File: config.mk
export PLATFORM = sky130hd
export DESIGN_NAME = light_sensor_lux_calc_flat
export DESIGN_NICKNAME = d
export VERILOG_FILES = /design/src/hdl/lsl_pkg.sv /design/src/hdl/lsl_in_if.sv /design/src/hdl/lsl_out_if.sv /design/src/hdl/lsl_div_cell.sv /design/src/hdl/lsl_lux_stage.sv /design/src/hdl/light_sensor_lux_calc.sv /design/src/flat_wrapper.sv
export SDC_FILE = /design/constraint.sdc
export NUM_CORES = 2
export LEC_CHECK = 0
export ABC_AREA = 0
export BUFFER_PORTS_ARGS = -buffer_cell sky130_fd_sc_hd__buf_2
export CAP_MARGIN = 20
export CELL_PAD_IN_SITES_DETAIL_PLACEMENT = 2
export CELL_PAD_IN_SITES_GLOBAL_PLACEMENT = 2
export CORE_UTILIZATION = 30
export DETAILED_ROUTE_END_ITERATION = 7
export PLACE_DENSITY = 0.66
export SLEW_MARGIN = 0
export SYNTH_ARGS = -nofsm -noshare
export SYNTH_HDL_FRONTEND = slang
export SYNTH_HIERARCHICAL = 1
export SYNTH_SLANG_ARGS = --single-unit
File: constraint.sdc
create_clock -name clk -period 8.3 [get_ports clk]
set_input_delay 1.66 -clock clk [delete_from_list [all_inputs] [get_ports clk]]
set_output_delay 1.66 -clock clk [all_outputs]
set_load 0.05 [all_outputs]
File: src/hdl/lsl_pkg.sv
package lsl_pkg;

	localparam int COUNT_W   = 16;
	localparam int LUX_W     = 12;
	localparam int RATIO_W   = 11;
	localparam int DIV_CELLS = RATIO_W;
	localparam int COEF_W    = 10;
	localparam int PROD_W    = COUNT_W + COEF_W;
	localparam int LUX_FRAC  = 14;
	localparam int SEGMENTS  = 8;

	localparam logic [PROD_W-1:0] LUX_HALF = PROD_W'(1) << (LUX_FRAC - 1);

	localparam logic [RATIO_W-1:0] SEG_LIMIT [SEGMENTS] = '{
		11'h040, 11'h080, 11'h0c0, 11'h100, 11'h138, 11'h19a, 11'h29a, 11'h29a
	};
	localparam logic [COEF_W-1:0] SEG_OFFSET [SEGMENTS] = '{
		10'h1f2, 10'h214, 10'h23f, 10'h270, 10'h16f, 10'h0d2, 10'h018, 10'h000
	};
	localparam logic [COEF_W-1:0] SEG_SLOPE [SEGMENTS] = '{
		10'h1be, 10'h2d1, 10'h37b, 10'h3fe, 10'h1fc, 10'h0fb, 10'h012, 10'h000
	};

	// one request moving down the divider row
	typedef struct packed {
		logic [COUNT_W-1:0] bb;
		logic [COUNT_W-1:0] ir;
		logic [COUNT_W-1:0] rem;
		logic [RATIO_W-1:0] sh;   // dividend bits still to come, quotient bits shifted in
		logic               ovf;  // ir >= 2*bb: ratio past last breakpoint (also bb == 0)
	} div_bus_t;

	typedef struct packed {
		logic [COEF_W-1:0] offset;
		logic [COEF_W-1:0] slope;
	} coef_t;

	function automatic coef_t seg_coef(input logic [RATIO_W-1:0] ratio);
		coef_t c;
		c.offset = '0;
		c.slope  = '0;
		for (int k = SEGMENTS - 1; k >= 0; k--) begin
			if (ratio <= SEG_LIMIT[k]) begin
				c.offset = SEG_OFFSET[k];
				c.slope  = SEG_SLOPE[k];
			end
		end
		return c;
	endfunction

endpackage

File: src/hdl/lsl_in_if.sv
interface lsl_in_if;
	import lsl_pkg::*;

	logic               valid;
	logic               ready;
	logic [COUNT_W-1:0] broadband_count;
	logic [COUNT_W-1:0] infrared_count;

	modport source (output valid, broadband_count, infrared_count, input ready);
	modport sink   (input valid, broadband_count, infrared_count, output ready);
endinterface

File: src/hdl/lsl_out_if.sv
interface lsl_out_if;
	import lsl_pkg::*;

	logic             valid;
	logic             ready;
	logic [LUX_W-1:0] lux_value;

	modport source (output valid, lux_value, input ready);
	modport sink   (input valid, lux_value, output ready);
endinterface

File: src/hdl/lsl_div_cell.sv
module lsl_div_cell (
	input  logic              clk,
	input  logic              arst_n,
	input  logic              in_valid,
	output logic              in_ready,
	input  lsl_pkg::div_bus_t in_bus,
	output logic              out_valid,
	input  logic              out_ready,
	output lsl_pkg::div_bus_t out_bus
);
	import lsl_pkg::*;

	logic               valid_q;
	div_bus_t           bus_q;
	logic [COUNT_W:0]   rem_ext;
	logic               ge;
	logic [COUNT_W:0]   rem_sub;
	div_bus_t           bus_n;

	// restoring step: one quotient bit
	always_comb begin
		rem_ext = {in_bus.rem, in_bus.sh[RATIO_W-1]};
		ge      = rem_ext >= {1'b0, in_bus.bb};
		rem_sub = ge ? rem_ext - {1'b0, in_bus.bb} : rem_ext;
		bus_n     = in_bus;
		bus_n.rem = rem_sub[COUNT_W-1:0];
		bus_n.sh  = {in_bus.sh[RATIO_W-2:0], ge};
	end

	assign in_ready = !valid_q || out_ready;

	always_ff @(posedge clk or negedge arst_n) begin
		if (!arst_n) begin
			valid_q <= 1'b0;
		end else if (in_ready) begin
			valid_q <= in_valid;
		end
	end

	always_ff @(posedge clk) begin
		if (in_valid && in_ready) begin
			bus_q <= bus_n;
		end
	end

	assign out_valid = valid_q;
	assign out_bus   = bus_q;
endmodule

File: src/hdl/lsl_lux_stage.sv
module lsl_lux_stage (
	input  logic              clk,
	input  logic              arst_n,
	input  logic              in_valid,
	output logic              in_ready,
	input  lsl_pkg::div_bus_t in_bus,
	lsl_out_if.source         lux
);
	import lsl_pkg::*;

	logic               valid_s1, valid_s2, valid_s3;
	logic               rdy1, rdy2, rdy3;
	logic [RATIO_W:0]   ratio_sum;
	coef_t              coef;
	coef_t              coef_s1;
	logic [COUNT_W-1:0] bb_s1, ir_s1;
	logic [PROD_W-1:0]  pos_s2, neg_s2;
	logic [PROD_W-1:0]  diff;
	logic [PROD_W-1:0]  acc;
	logic [LUX_W-1:0]   lux_s3;

	assign rdy3     = !valid_s3 || lux.ready;
	assign rdy2     = !valid_s2 || rdy3;
	assign rdy1     = !valid_s1 || rdy2;
	assign in_ready = rdy1;

	// round ratio from 2^10 to 2^9 scale, then pick the segment
	always_comb begin
		ratio_sum = {1'b0, in_bus.sh} + (RATIO_W+1)'(1);
		if (in_bus.ovf) begin
			coef = '0;
		end else begin
			coef = seg_coef(ratio_sum[RATIO_W:1]);
		end
	end

	always_comb begin
		diff = (pos_s2 > neg_s2) ? pos_s2 - neg_s2 : '0;
		acc  = diff + LUX_HALF;
	end

	always_ff @(posedge clk or negedge arst_n) begin
		if (!arst_n) begin
			valid_s1 <= 1'b0;
			valid_s2 <= 1'b0;
			valid_s3 <= 1'b0;
		end else begin
			if (rdy1) valid_s1 <= in_valid;
			if (rdy2) valid_s2 <= valid_s1;
			if (rdy3) valid_s3 <= valid_s2;
		end
	end

	always_ff @(posedge clk) begin
		if (in_valid && rdy1) begin
			coef_s1 <= coef;
			bb_s1   <= in_bus.bb;
			ir_s1   <= in_bus.ir;
		end
		if (valid_s1 && rdy2) begin
			pos_s2 <= PROD_W'(bb_s1) * PROD_W'(coef_s1.offset);
			neg_s2 <= PROD_W'(ir_s1) * PROD_W'(coef_s1.slope);
		end
		if (valid_s2 && rdy3) begin
			lux_s3 <= acc[LUX_FRAC +: LUX_W];
		end
	end

	assign lux.valid     = valid_s3;
	assign lux.lux_value = lux_s3;
endmodule

File: src/hdl/light_sensor_lux_calc.sv
// channel  dir  payload                                  role
// sample   in   broadband_count[16], infrared_count[16]  channel count pair
// lux      out  lux_value[12]                            illuminance, whole lux
//
// One request per cycle unless the output stalls; stages: 11 divider cells (one ratio bit
// each), segment select, two 16x10 multiplies, clamp/round into the output reg.
// Every stage holds its own valid; a stalled stage only blocks those behind it,
// so bubbles close up and requests enter while a result waits at the output.
// arst_n clears all valid bits; payload registers are not reset.
module light_sensor_lux_calc (
	input logic       clk,
	input logic       arst_n,
	lsl_in_if.sink    sample,
	lsl_out_if.source lux
);
	import lsl_pkg::*;

	logic     cell_valid [DIV_CELLS+1];
	logic     cell_ready [DIV_CELLS+1];
	div_bus_t cell_bus   [DIV_CELLS+1];

	// ratio beyond 2047 is past the last breakpoint; the quotient then fits 11 bits
	always_comb begin
		cell_bus[0].bb  = sample.broadband_count;
		cell_bus[0].ir  = sample.infrared_count;
		cell_bus[0].rem = {1'b0, sample.infrared_count[COUNT_W-1:1]};
		cell_bus[0].sh  = {sample.infrared_count[0], (RATIO_W-1)'(0)};
		cell_bus[0].ovf = {1'b0, sample.infrared_count} >= {sample.broadband_count, 1'b0};
	end

	assign cell_valid[0] = sample.valid;
	assign sample.ready  = cell_ready[0];

	for (genvar i = 0; i < DIV_CELLS; i++) begin : g_div
		lsl_div_cell u_cell (
			.clk       (clk),
			.arst_n    (arst_n),
			.in_valid  (cell_valid[i]),
			.in_ready  (cell_ready[i]),
			.in_bus    (cell_bus[i]),
			.out_valid (cell_valid[i+1]),
			.out_ready (cell_ready[i+1]),
			.out_bus   (cell_bus[i+1])
		);
	end

	lsl_lux_stage u_lux (
		.clk      (clk),
		.arst_n   (arst_n),
		.in_valid (cell_valid[DIV_CELLS]),
		.in_ready (cell_ready[DIV_CELLS]),
		.in_bus   (cell_bus[DIV_CELLS]),
		.lux      (lux)
	);

	a_lux_range: assert property (@(posedge clk) disable iff (!arst_n)
		lux.valid |-> lux.lux_value <= LUX_W'(2496))
		else $error("lux result above largest possible value");

	a_div_rem: assert property (@(posedge clk) disable iff (!arst_n)
		cell_valid[DIV_CELLS] && !cell_bus[DIV_CELLS].ovf
			|-> cell_bus[DIV_CELLS].rem < cell_bus[DIV_CELLS].bb)
		else $error("divider remainder not below divisor");

	a_first_cell: assert property (@(posedge clk) disable iff (!arst_n)
		cell_valid[1] && !cell_bus[1].ovf |-> cell_bus[1].bb != '0)
		else $error("zero broadband count not flagged");
endmodule
File: src/flat_wrapper.sv
// flat-port wrapper written by rule: the top's interface ports become plain ports
module light_sensor_lux_calc_flat import lsl_pkg::*;
  (clk, arst_n, sample_valid, sample_broadband_count, sample_infrared_count, sample_ready, lux_valid, lux_lux_value, lux_ready);
  lsl_in_if sample_i ();
  lsl_out_if lux_i ();
  input logic clk;
  input logic arst_n;
  input wire logic [$bits(sample_i.valid)-1:0] sample_valid;
  input wire logic [$bits(sample_i.broadband_count)-1:0] sample_broadband_count;
  input wire logic [$bits(sample_i.infrared_count)-1:0] sample_infrared_count;
  output wire logic [$bits(sample_i.ready)-1:0] sample_ready;
  output wire logic [$bits(lux_i.valid)-1:0] lux_valid;
  output wire logic [$bits(lux_i.lux_value)-1:0] lux_lux_value;
  input wire logic [$bits(lux_i.ready)-1:0] lux_ready;
  assign sample_i.valid = sample_valid;
  assign sample_i.broadband_count = sample_broadband_count;
  assign sample_i.infrared_count = sample_infrared_count;
  assign sample_ready = sample_i.ready;
  assign lux_valid = lux_i.valid;
  assign lux_lux_value = lux_i.lux_value;
  assign lux_i.ready = lux_ready;
  light_sensor_lux_calc u_core (.clk(clk), .arst_n(arst_n), .sample(sample_i), .lux(lux_i));
endmodule
==> results.yml <==
detailed_routing:
  ant_nets: 0
  remaining_drc_errors: 0
  drt_iter0_drc: 1239
  avgRoutedWirePerCell_um: 20.5
  dr_total_vias: 30100
  first_pass_iters: 5
  finalWirelength_um: 127000
  viasPerCell: 4.87
cts:
  path_clk_slew_ns: 0.06
  post_cts_resized: 0
  cts.sinks: 771
  cts_setup_buffers: 0
  cts_tree: "yes"
  clk_latency_ns: 0.73
  clockBufferDepth: 3
  numCtsBuffers: 94
  cts-root-buf: "clkbuf_16"
  cts.hold.buffers_added: 0
  htreeDepth: 3
hold_path:
  hold_end: "u_core/u_lux/ir_s1[0]$_DFFE_PP_"
  holdCritStartpoint: "u_core/g_div[10].u_cell/out_bus[28]$_DFFE_PP_"
  holdPathStages: 0
  hold_class: "reg2reg"
timing:
  rsz0062_at_grt: "no"
  hold_violations: 0
  drv_slew: 0
  period_share: 0.800
  finClkSkew_ns: 0.0810
  tns_ns: 0
  setup_viol: 0
  slew_headroom: 0.305
  max_slew.worst_pin.slew_ns: 1.04
  min_period_ns: 6.64
  max_freq_ghz: 0.151
place:
  dp_hpwl_um: 98500
  placedCellCount: 6007
  routabilityCongestion: 0.812
  port_buffers: 49
logic_synthesis:
  avgSynthCellArea_um2: 12.2
  synth_warnings: 6
  syn_inst: 3945
  synthesis.area_mm2: 0.0479
global_routing:
  track_usage: 0.158
  grt_first_pass_wirelength_um: 200000
  antenna_found_initial: 1
  grt_max_degree: 61
  grt_pass1_vias: 34100
  overflow: 0
setup_path:
  cp-start-kind: "register"
  cp-end-kind: "register"
  crit_required_ns: 8.72
  r2r-start: "u_core/u_lux/coef_s1[15]$_SDFFCE_PP0P_"
  crit_arrival_ns: 7.06
  crit_fanout: 22
  regToRegSetupSlack_ns: 1.66
  critPathKind: "reg2reg"
  worstReg2RegEnd: "u_core/u_lux/pos_s2[25]$_DFFE_PP_"
  rr_worst_depth: 20
cells_and_area:
  multi_input_area_mm2: 0.0226
  fillers: 16700
  final_nets: 4640
  regArea_mm2: 0.0231
  layoutNonFillerInstCount: 6185
  n_antenna_cell: 0
  syn2layout_area_growth_pct: 11.8
  drive_above_1_share: 0.0968
floorplanning:
  rows: 146
  boundaryPins: 50
  fp.dieH_um: 402
  die_area_mm2: 0.161
  core_area_mm2: 0.159
  fp.dieW_um: 402
  initial_utilization: 0.302
outcome:
  run_status: "finished, final reports clean"
job:
  cap_violations: 0
## worst max-delay path: stages (launching register included)
cell	delay, ns
edfxtp_1	0.73
buf_4	0.34
and2_1	0.17
fa_1	0.42
fa_1	0.57
inv_1	0.06
fa_1	0.48
inv_1	0.06
fa_1	0.50
fa_1	0.50
ha_1	0.43
a21o_1	0.20
a21oi_1	0.14
a21boi_0	0.14
a311oi_1	0.38
o31ai_1	0.13
a21o_1	0.24
a2111o_1	0.44
a31o_1	0.22
a21oi_1	0.17
xnor2_1	0.07
## sequential cells by signal, summed over array words and instances, names as in the netlist
register,cells
u_core/u_lux/bb_s1,16
u_core/u_lux/valid_s2,1
u_core/u_lux/neg_s2,26
u_core/u_lux/coef_s1,17
u_core/u_lux/lux.lux_value,12
u_core/u_lux/ir_s1,16
u_core/g_div.u_cell/out_valid,11
u_core/u_lux/lux.valid,1
u_core/u_lux/pos_s2,26
u_core/g_div.u_cell/out_bus,644
u_core/u_lux/valid_s1,1
## area by class of cell
| type | count | area share |
|---|---|---|
| Clock buffer | 116 | 0.0454 |
| Clock inverter | 60 | 0.0123 |
| Inverter | 478 | 0.0336 |
| Multi-Input combinational cell | 2621 | 0.422 |
| Sequential cell | 771 | 0.431 |
| Tap cell | 2072 | 0.0484 |
| Timing Repair Buffer | 67 | 0.00747 |
## worst max path at each step
stage                                                       from                                end  slack (ns)
after floorplan           u_core/u_lux/coef_s1[13]$_SDFFCE_PP0P_  u_core/u_lux/pos_s2[25]$_DFFE_PP_        2.25
after global placement    u_core/u_lux/coef_s1[19]$_SDFFCE_PP0P_  u_core/u_lux/pos_s2[25]$_DFFE_PP_        1.51
after detailed placement  u_core/u_lux/coef_s1[19]$_SDFFCE_PP0P_  u_core/u_lux/pos_s2[25]$_DFFE_PP_        1.42
after CTS                 u_core/u_lux/coef_s1[19]$_SDFFCE_PP0P_  u_core/u_lux/pos_s2[25]$_DFFE_PP_        1.43
after global routing      u_core/u_lux/coef_s1[15]$_SDFFCE_PP0P_  u_core/u_lux/pos_s2[25]$_DFFE_PP_        1.34
final                     u_core/u_lux/coef_s1[15]$_SDFFCE_PP0P_  u_core/u_lux/pos_s2[25]$_DFFE_PP_        1.66
## stage by stage
stage	hold slack (ns)	setup WS, ns	utilization	instance area (um^2)
after floorplan	0.400	2.25	-	48000
after global placement	0.400	1.51	0.318	50400
after detailed placement	0.405	1.42	0.318	50400
after CTS	0.350	1.43	0.338	53500
after global routing	0.363	1.34	0.338	53600
final	0.355	1.66	0.338	53600
## placed cells by master (no fill, tap or decap), types with 94 or more instances in the layout
cell and n:
nor2_1 157, xnor2_1 108, nand2_1 240, inv_1 475, and2_1 202, a21oi_1 205, ha_1 341, clkbuf_16 94
o21ai_0 100, fa_1 230, edfxtp_1 757
## metal layers
metal / GRT usage / vias to the layer above / wire length, um
met3: 0.0223 / 154 / 3280
met4: 0.0377 / 0 / 2660
met2: 0.290 / 311 / 65900
met1: 0.194 / 15400 / 55000
met5: 0 / - / 0
li1: - / 14300 / -
Power is not shown: default switching activity piles up to over one toggle a cycle in this logic, so the estimate is an artifact.
